--- src/dmdt_pkg.sv ---
// Package for the display mode to detailed timing descriptor block.
// Holds the timing constants, reciprocal multipliers and small helper functions.
// Depends on nothing; used by the top level, by its checker and by the bench.
package dmdt_pkg;

	// Active size and blanking limits.
	localparam logic [15:0] SIZE_LIMIT = 16'd4095;
	localparam logic [11:0] HBLANK_MIN = 12'd160;
	localparam logic [11:0] VBLANK_MIN = 12'd30;
	localparam logic [9:0]  HSYNC_MIN  = 10'd32;
	localparam logic [10:0] HFRONT_MIN = 11'd48;
	localparam logic [9:0]  HSYNC_FALLBACK  = 10'd32;
	localparam logic [10:0] HFRONT_FALLBACK = 11'd48;
	localparam logic [3:0]  VFRONT = 4'd3;
	localparam logic [3:0]  VSYNC  = 4'd5;
	localparam logic [7:0]  DTD_FLAGS = 8'h1E;

	// Reciprocal multipliers. x/5 = (x * RECIP_5) >> 18 is exact for x below 2^16,
	// x/3 = (x * RECIP_3) >> 17 likewise, and y/625 = (y * RECIP_625) >> 36 is exact
	// for y below 2^26.
	localparam logic [15:0] RECIP_5   = 16'hCCCD;
	localparam logic [15:0] RECIP_3   = 16'hAAAB;
	localparam logic [26:0] RECIP_625 = 27'd109951163;

	// Rounding offset for the 10 kHz unit and the first rounded sum whose
	// quotient by 10000 no longer fits in 16 bits.
	localparam logic [35:0] ROUND_HALF  = 36'd5000;
	localparam logic [35:0] UNITS_LIMIT = 36'd655360000;

	function automatic logic [12:0] round_up8(input logic [12:0] v);
		logic [12:0] s;
		s = v + 13'd7;
		return {s[12:3], 3'b000};
	endfunction

endpackage

--- src/display_mode_to_detailed_timing.sv ---
// Top level of the display mode to detailed timing descriptor block.
// Six-stage pipeline that turns width, height and refresh into an EDID descriptor.
// Depends on dmdt_pkg.
//
// This block takes one display mode per clock cycle and returns its 18-byte EDID
// detailed timing descriptor through the pipeline: a mode accepted at a rising
// edge (start high, busy low) shows its result on the output ports once it reaches
// the last stage register, marked by done for a single cycle.
// busy is always low, so a new mode may be offered in every cycle, and the
// results come back in the order the modes went in. The receiver cannot hold a
// result off, so it must take each one while done is high. The stage count is set by
// the multiplier chain: the divisions by 20, 100 and 3 are reciprocal
// multiplications, the pixel clock product of total width, height and refresh is
// split over two stages, and the rounding to 10 kHz units is one more reciprocal
// multiplication. A rejected mode (a zero input, a width or height above 4095, or
// a pixel clock that rounds to zero or to more than 65535 units) still produces
// one result, with descriptor_ok low and every other output field zero.
module display_mode_to_detailed_timing (
	input  logic        clk,
	input  logic        arst_n,
	input  logic        start,
	output logic        busy,
	input  logic [15:0] frame_width,
	input  logic [15:0] frame_height,
	input  logic [9:0]  refresh_hz,
	output logic        done,
	output logic        descriptor_ok,
	output logic [15:0] pixel_clock_units,
	output logic [63:0] bytes_zero_to_seven,
	output logic [63:0] bytes_eight_to_fifteen,
	output logic [15:0] bytes_sixteen_seventeen
);

	// The pipeline never stalls, so a mode is accepted whenever start is high.
	assign busy = 1'b0;

	logic accept;
	assign accept = start & ~busy;

	// ------------------------------------------------------------------
	// Stage 1: reject check on the raw inputs and the divisions by 20.
	// Dividing by 20 is a shift by two followed by an exact division by 5.
	// ------------------------------------------------------------------
	logic [29:0] w_prod, h_prod;
	logic        bad_in;

	assign w_prod = 30'(frame_width[15:2]) * 30'(dmdt_pkg::RECIP_5);
	assign h_prod = 30'(frame_height[15:2]) * 30'(dmdt_pkg::RECIP_5);

	// Only width and height can push the blanking above the limit, so checking
	// the active size is enough to cover the blanking as well.
	assign bad_in = (frame_width == 16'd0) || (frame_height == 16'd0) ||
		(refresh_hz == 10'd0) || (frame_width > dmdt_pkg::SIZE_LIMIT) ||
		(frame_height > dmdt_pkg::SIZE_LIMIT);

	logic        vld_s1, bad_s1;
	logic [11:0] w20_s1, h20_s1, w_s1, h_s1;
	logic [9:0]  r_s1;

	always_ff @(posedge clk or negedge arst_n) begin
		if (!arst_n) begin
			vld_s1 <= 1'b0;
		end else begin
			vld_s1 <= accept;
		end
	end

	always_ff @(posedge clk) begin
		bad_s1 <= bad_in;
		w20_s1 <= w_prod[29:18];
		h20_s1 <= h_prod[29:18];
		w_s1   <= frame_width[11:0];
		h_s1   <= frame_height[11:0];
		r_s1   <= refresh_hz;
	end

	// ------------------------------------------------------------------
	// Stage 2: horizontal and vertical blanking, and width / 100 taken as
	// (width / 20) / 5.
	// ------------------------------------------------------------------
	logic [12:0] w20_round;
	logic [11:0] hblank_c, vblank_c;
	logic [27:0] w100_prod;

	assign w20_round = dmdt_pkg::round_up8({1'b0, w20_s1});
	assign hblank_c  = (w20_round[11:0] > dmdt_pkg::HBLANK_MIN) ? w20_round[11:0]
		: dmdt_pkg::HBLANK_MIN;
	assign vblank_c  = (h20_s1 > dmdt_pkg::VBLANK_MIN) ? h20_s1 : dmdt_pkg::VBLANK_MIN;
	assign w100_prod = 28'(w20_s1) * 28'(dmdt_pkg::RECIP_5);

	logic        vld_s2, bad_s2;
	logic [11:0] w_s2, h_s2, hblank_s2, vblank_s2;
	logic [9:0]  r_s2, w100_s2;

	always_ff @(posedge clk or negedge arst_n) begin
		if (!arst_n) begin
			vld_s2 <= 1'b0;
		end else begin
			vld_s2 <= vld_s1;
		end
	end

	always_ff @(posedge clk) begin
		bad_s2    <= bad_s1;
		w_s2      <= w_s1;
		h_s2      <= h_s1;
		r_s2      <= r_s1;
		hblank_s2 <= hblank_c;
		vblank_s2 <= vblank_c;
		w100_s2   <= w100_prod[27:18];
	end

	// ------------------------------------------------------------------
	// Stage 3: hblank / 3, the sync width, and the first half of the pixel
	// clock product (total width times total height).
	// ------------------------------------------------------------------
	logic [27:0] hthird_prod;
	logic [9:0]  hsync_max;
	logic [12:0] hsync_round, htotal, vtotal;
	logic [25:0] hv_prod;

	assign hthird_prod = 28'(hblank_s2) * 28'(dmdt_pkg::RECIP_3);
	assign hsync_max   = (w100_s2 > dmdt_pkg::HSYNC_MIN) ? w100_s2 : dmdt_pkg::HSYNC_MIN;
	assign hsync_round = dmdt_pkg::round_up8(13'(hsync_max));
	// Totals are only used for accepted modes, where both fit in 13 bits.
	assign htotal  = 13'(w_s2) + 13'(hblank_s2);
	assign vtotal  = 13'(h_s2) + 13'(vblank_s2);
	assign hv_prod = 26'(htotal) * 26'(vtotal);

	logic        vld_s3, bad_s3;
	logic [11:0] w_s3, h_s3, hblank_s3, vblank_s3;
	logic [9:0]  r_s3, hsync_s3;
	logic [10:0] hthird_s3;
	logic [25:0] hv_s3;

	always_ff @(posedge clk or negedge arst_n) begin
		if (!arst_n) begin
			vld_s3 <= 1'b0;
		end else begin
			vld_s3 <= vld_s2;
		end
	end

	always_ff @(posedge clk) begin
		bad_s3    <= bad_s2;
		w_s3      <= w_s2;
		h_s3      <= h_s2;
		r_s3      <= r_s2;
		hblank_s3 <= hblank_s2;
		vblank_s3 <= vblank_s2;
		hthird_s3 <= hthird_prod[27:17];
		hsync_s3  <= hsync_round[9:0];
		hv_s3     <= hv_prod;
	end

	// ------------------------------------------------------------------
	// Stage 4: front porch with the fallback to the minimum porch and sync
	// when they do not fit in the blank, and the refresh multiplication.
	// ------------------------------------------------------------------
	logic [10:0] hfront_max;
	logic [12:0] hfront_round;
	logic [10:0] hfront_c;
	logic        porch_overrun;
	logic [35:0] clk_prod;

	assign hfront_max   = (hthird_s3 > dmdt_pkg::HFRONT_MIN) ? hthird_s3
		: dmdt_pkg::HFRONT_MIN;
	assign hfront_round = dmdt_pkg::round_up8(13'(hfront_max));
	assign hfront_c     = hfront_round[10:0];
	assign porch_overrun = (13'(hfront_c) + 13'(hsync_s3)) >= 13'(hblank_s3);
	assign clk_prod     = 36'(hv_s3) * 36'(r_s3);

	logic        vld_s4, bad_s4;
	logic [11:0] w_s4, h_s4, hblank_s4, vblank_s4;
	logic [10:0] hfront_s4;
	logic [9:0]  hsync_s4;
	logic [35:0] clk_s4;

	always_ff @(posedge clk or negedge arst_n) begin
		if (!arst_n) begin
			vld_s4 <= 1'b0;
		end else begin
			vld_s4 <= vld_s3;
		end
	end

	always_ff @(posedge clk) begin
		bad_s4    <= bad_s3;
		w_s4      <= w_s3;
		h_s4      <= h_s3;
		hblank_s4 <= hblank_s3;
		vblank_s4 <= vblank_s3;
		hfront_s4 <= porch_overrun ? dmdt_pkg::HFRONT_FALLBACK : hfront_c;
		hsync_s4  <= porch_overrun ? dmdt_pkg::HSYNC_FALLBACK : hsync_s3;
		clk_s4    <= clk_prod;
	end

	// ------------------------------------------------------------------
	// Stage 5: add half a unit and check the 16-bit range. Below the limit
	// the sum fits in 30 bits, so dividing by 10000 becomes a shift by four
	// and a division by 625 of a 26-bit value.
	// ------------------------------------------------------------------
	logic [35:0] clk_round;

	assign clk_round = clk_s4 + dmdt_pkg::ROUND_HALF;

	logic        vld_s5, bad_s5, ovf_s5;
	logic [11:0] w_s5, h_s5, hblank_s5, vblank_s5;
	logic [10:0] hfront_s5;
	logic [9:0]  hsync_s5;
	logic [25:0] quot16_s5;

	always_ff @(posedge clk or negedge arst_n) begin
		if (!arst_n) begin
			vld_s5 <= 1'b0;
		end else begin
			vld_s5 <= vld_s4;
		end
	end

	always_ff @(posedge clk) begin
		bad_s5    <= bad_s4;
		ovf_s5    <= clk_round >= dmdt_pkg::UNITS_LIMIT;
		w_s5      <= w_s4;
		h_s5      <= h_s4;
		hblank_s5 <= hblank_s4;
		vblank_s5 <= vblank_s4;
		hfront_s5 <= hfront_s4;
		hsync_s5  <= hsync_s4;
		quot16_s5 <= clk_round[29:4];
	end

	// ------------------------------------------------------------------
	// Stage 6: pixel clock units, final accept decision and descriptor
	// assembly into the output registers.
	// ------------------------------------------------------------------
	logic [52:0] units_prod;
	logic [15:0] units_c;
	logic        ok_c;
	logic [63:0] lo_c, mid_c;

	assign units_prod = 53'(quot16_s5) * 53'(dmdt_pkg::RECIP_625);
	assign units_c    = units_prod[51:36];
	assign ok_c       = !bad_s5 && !ovf_s5 && (units_c != 16'd0);

	// Bytes 0 to 7: clock, active and blank sizes with their high nibbles.
	assign lo_c = {h_s5[11:8], vblank_s5[11:8], vblank_s5[7:0], h_s5[7:0],
		w_s5[11:8], hblank_s5[11:8], hblank_s5[7:0], w_s5[7:0], units_c};

	// Bytes 8 to 15: porch and sync, then zero image size and borders.
	assign mid_c = {32'd0, hfront_s5[9:8], hsync_s5[9:8], 4'd0,
		dmdt_pkg::VFRONT, dmdt_pkg::VSYNC, hsync_s5[7:0], hfront_s5[7:0]};

	logic        done_s6, ok_s6;
	logic [15:0] units_s6, hi_s6;
	logic [63:0] lo_s6, mid_s6;

	always_ff @(posedge clk or negedge arst_n) begin
		if (!arst_n) begin
			done_s6 <= 1'b0;
		end else begin
			done_s6 <= vld_s5;
		end
	end

	always_ff @(posedge clk) begin
		ok_s6    <= ok_c;
		units_s6 <= ok_c ? units_c : 16'd0;
		lo_s6    <= ok_c ? lo_c : 64'd0;
		mid_s6   <= ok_c ? mid_c : 64'd0;
		hi_s6    <= ok_c ? {dmdt_pkg::DTD_FLAGS, 8'd0} : 16'd0;
	end

	assign done                    = done_s6;
	assign descriptor_ok           = ok_s6;
	assign pixel_clock_units       = units_s6;
	assign bytes_zero_to_seven     = lo_s6;
	assign bytes_eight_to_fifteen  = mid_s6;
	assign bytes_sixteen_seventeen = hi_s6;

endmodule

--- config.mk ---
export PLATFORM = sky130hd
export DESIGN_NAME = display_mode_to_detailed_timing
export DESIGN_NICKNAME = d
export VERILOG_FILES = /design/src/dmdt_pkg.sv /design/src/display_mode_to_detailed_timing.sv
export SDC_FILE = /design/constraint.sdc
export NUM_CORES = 2
export LEC_CHECK = 0
export BUFFER_PORTS_ARGS = -buffer_cell sky130_fd_sc_hd__buf_2
export CAP_MARGIN = 15
export CELL_PAD_IN_SITES_DETAIL_PLACEMENT = 0
export CELL_PAD_IN_SITES_GLOBAL_PLACEMENT = 2
export CORE_ASPECT_RATIO = 0.7
export CORE_MARGIN = 2
export CORE_UTILIZATION = 46
export CTS_CLUSTER_DIAMETER = 50
export DETAILED_ROUTE_END_ITERATION = 8
export PLACE_DENSITY = 0.93
export SLEW_MARGIN = 10
export SYNTH_ARGS = -nofsm -noshare
export SYNTH_HDL_FRONTEND = slang
export SYNTH_SLANG_ARGS = --single-unit
--- constraint.sdc ---
create_clock -name clk -period 16.45 [get_ports clk]
set_input_delay 2.4675 -clock clk [delete_from_list [all_inputs] [get_ports clk]]
set_output_delay 2.4675 -clock clk [all_outputs]
set_load 0.01 [all_outputs]
==> impl_metrics.yaml <==
status:
  status: "finished, final reports clean"
placed_design:
  place.gp.congestion: 0.961
  numPortBuffers: 145
  dp_slack_ps: 8130
  post-dp-hpwl_mm: 106
  placed_area_um2: 52300
clock_tree:
  cts_root_buf: "clkbuf_16"
  cts_tree: "done"
  htreeDepth: 2
  cts_resized: 0
  clock_latency_ps: 640
  cts_made_buffers: 56
  cts.sinks: 487
  hold_buffers: 0
  clockBufferDepth: 3
  clk_pin_slew_ps: 70
  cts_setup_buffers: 0
global_routing:
  grt_pass1_wl_mm: 195
  grt_max_degree: 61
  overflow: 0
  grt.total_usage_pct: 22.7
  grt_pass1_vias: 33778
  antenna_found_initial: 2
sta:
  rsz0062_at_grt: "no"
  slew_headroom_pct: 23.8
  worst_pin_slew_ps: 1140
  hold_viol: 0
  final.setup.tns_ps: 0
  whs_ps: 311
  fin_skew_ps: 33.1
  setup_viol: 0
  fin_crit_sh_pct: 50.8
  fin_crit_ps: 8360
  fmax_mhz: 120
  slew_viol_final: 0
  setup_slack_ps: 8090
routing:
  wirelength_mm: 124
  detail-route-antenna-nets: 0
  wl_per_cell_um: 18.9
  drt_iter0_markers: 2120
  via_per_inst: 4.96
  dr.pass1.iters: 5
  drc: 0
  vias: 32615
critical_path:
  worstPathRequired_ps: 17030
  ff2ff_path_depth: 25
  cp-start-kind: "flop"
  cp-end-kind: "flop"
  critical_path_class: "reg -> reg"
  cp_max_fo: 60
  crit_arrival_ps: 8940
hold_path:
  worstHoldPathCells: 0
  worst_hold_path_type: "reg -> reg"
final_layout:
  final_layout_size_suffix_gt1_share_pct: 7.14
  n_fill_cell: 9903
  area_growth_pct: 7.69
  fin_area_um2: 54300
  regArea_um2: 9780
  final_nets: 6710
  multi_input_area_um2: 35700
die:
  dieWidth_um: 400
  floorplan.initialDensity_pct: 46.5
  num_rows: 101
  fp.dieArea_um2: 112000
  die_h_um: 281
  core_area_um2: 109000
  io_pins: 208
job:
  cap_violations: 0
synth:
  synth_seq_cells: 487
  syn-cell-area_um2: 50500
  synth_top_area_share_pct: 31.4
  synthArstFlopShare_pct: 1.23
  synth_cells: 4991
  yosysTopAreaCell: "fa_1"
  synth.distinct_cells: 88
  seq_area_frac_synth_pct: 19.4
  synth.area.top_cells: "fa_1 (31%), ha_1 (20%), dfxtp_1 (19%), inv_1 (8.4%), nand2_1 (2.5%)"
  synth_commonest_cells: "inv_1 (1,134), ha_1 (793), fa_1 (791), dfxtp_1 (481), nand2_1 (342)"
  syn_avg_cell_area_um2: 10.1
  synth-edff-count: 0
  yosys_warnings: 0
  post-synth-top-count-cell: "inv_1"
  synthFlopType: "dfxtp_1"
[placed cells by master (no fill, tap or decap), types with 17 or more instances in the layout]
cell type / n
inv_1: 1134
ha_1: 793
fa_1: 791
dfxtp_1: 481
nand2_1: 342
and2_1: 196
buf_2: 145
nor2_1: 127
a21oi_1: 122
xnor2_1: 122
o21ai_0: 69
nand3_1: 68
conb_1: 62
and2_4: 59
clkbuf_16: 56
nor3_1: 49
a21o_1: 47
xor2_1: 47
o21bai_1: 29
and3_1: 24
nand4_1: 23
nor4_1: 23
or2_2: 19
o21a_1: 19
nand2b_1: 17
[per-layer routing]
metal	routed length [um]	track usage, %	vias to the layer above	part of all wire, %
li1	-	-	15536	-
met1	62200	34.9	16184	50
met2	50400	32.1	806	40
met3	10100	5.93	89	8.1
met4	1780	3.68	0	1.4
met5	0	0	-	0
[flip-flops by register name, indices dropped and copies added, names as in the netlist, 15 cells and up]
name                    flops
hv_s3                      26
bytes_eight_to_fifteen     15
clk_s4                     33
quot16_s5                  26
bytes_zero_to_seven        46
pixel_clock_units          15
[worst max-delay path: stages, from the launching register on]
cell	delay, ps
dfxtp_1	600
ha_1	350
inv_1	250
fa_1	590
inv_1	60
fa_1	550
inv_1	60
fa_1	500
inv_1	60
fa_1	470
fa_1	550
inv_1	50
fa_1	530
inv_1	40
ha_1	420
nand4_2	220
or4_4	590
nor4_1	210
or3_2	240
o211ai_1	170
and3b_1	280
o2111ai_2	350
a2111oi_4	80
a31oi_4	140
buf_4	590
and2_4	260
[path summary, 6_finish.rpt]
kind | startpoint | end | slack [ps]
max in group asynchronous | arst_n | done$_DFF_PN0_ | 14670
setup reg to reg | quot16_s5[11]$_DFF_P_ | bytes_zero_to_seven[22]$_SDFF_PN0_ | 8090
hold reg to reg | vblank_s4[7]$_DFF_P_ | vblank_s5[7]$_DFF_P_ | 310
hold / removal | vblank_s4[7]$_DFF_P_ | vblank_s5[7]$_DFF_P_ | 310
min in group asynchronous | arst_n | vld_s3$_DFF_PN0_ | 1640
setup / recovery | quot16_s5[11]$_DFF_P_ | bytes_zero_to_seven[22]$_SDFF_PN0_ | 8090
[through the flow]
step / instances / utilization [%]
floorplan: 5052 / -
detailed placement: 6465 / 48.2
global placement: 6465 / 48.2
CTS: 6567 / 50.0
finish: 6569 / 50.1
global route: 6567 / 50.0
[cell families after synthesis]
kind of cell	share of synthesized area (%)
multiplexers	0.0595
AND/OR/NAND/NOR	10.4
AO/OA/AOI/OAI	5.42
adder cells (fa/ha/maj)	51.1
flip-flops	19.4
other	0.00743
buffers and inverters	10.6
XOR/XNOR	3.12
[final cells by class]
type	count	area share [%]
Multi-Input combinational cell	3242	65.6
Antenna cell	2	0.00921
Clock inverter	31	0.827
Tap cell	1442	3.32
Inverter	1134	7.83
Sequential cell	487	18.0
Timing Repair Buffer	160	1.54
Clock buffer	71	2.85
Power is not shown: default switching activity piles up to over one toggle a cycle in this logic, so the estimate is an artifact.
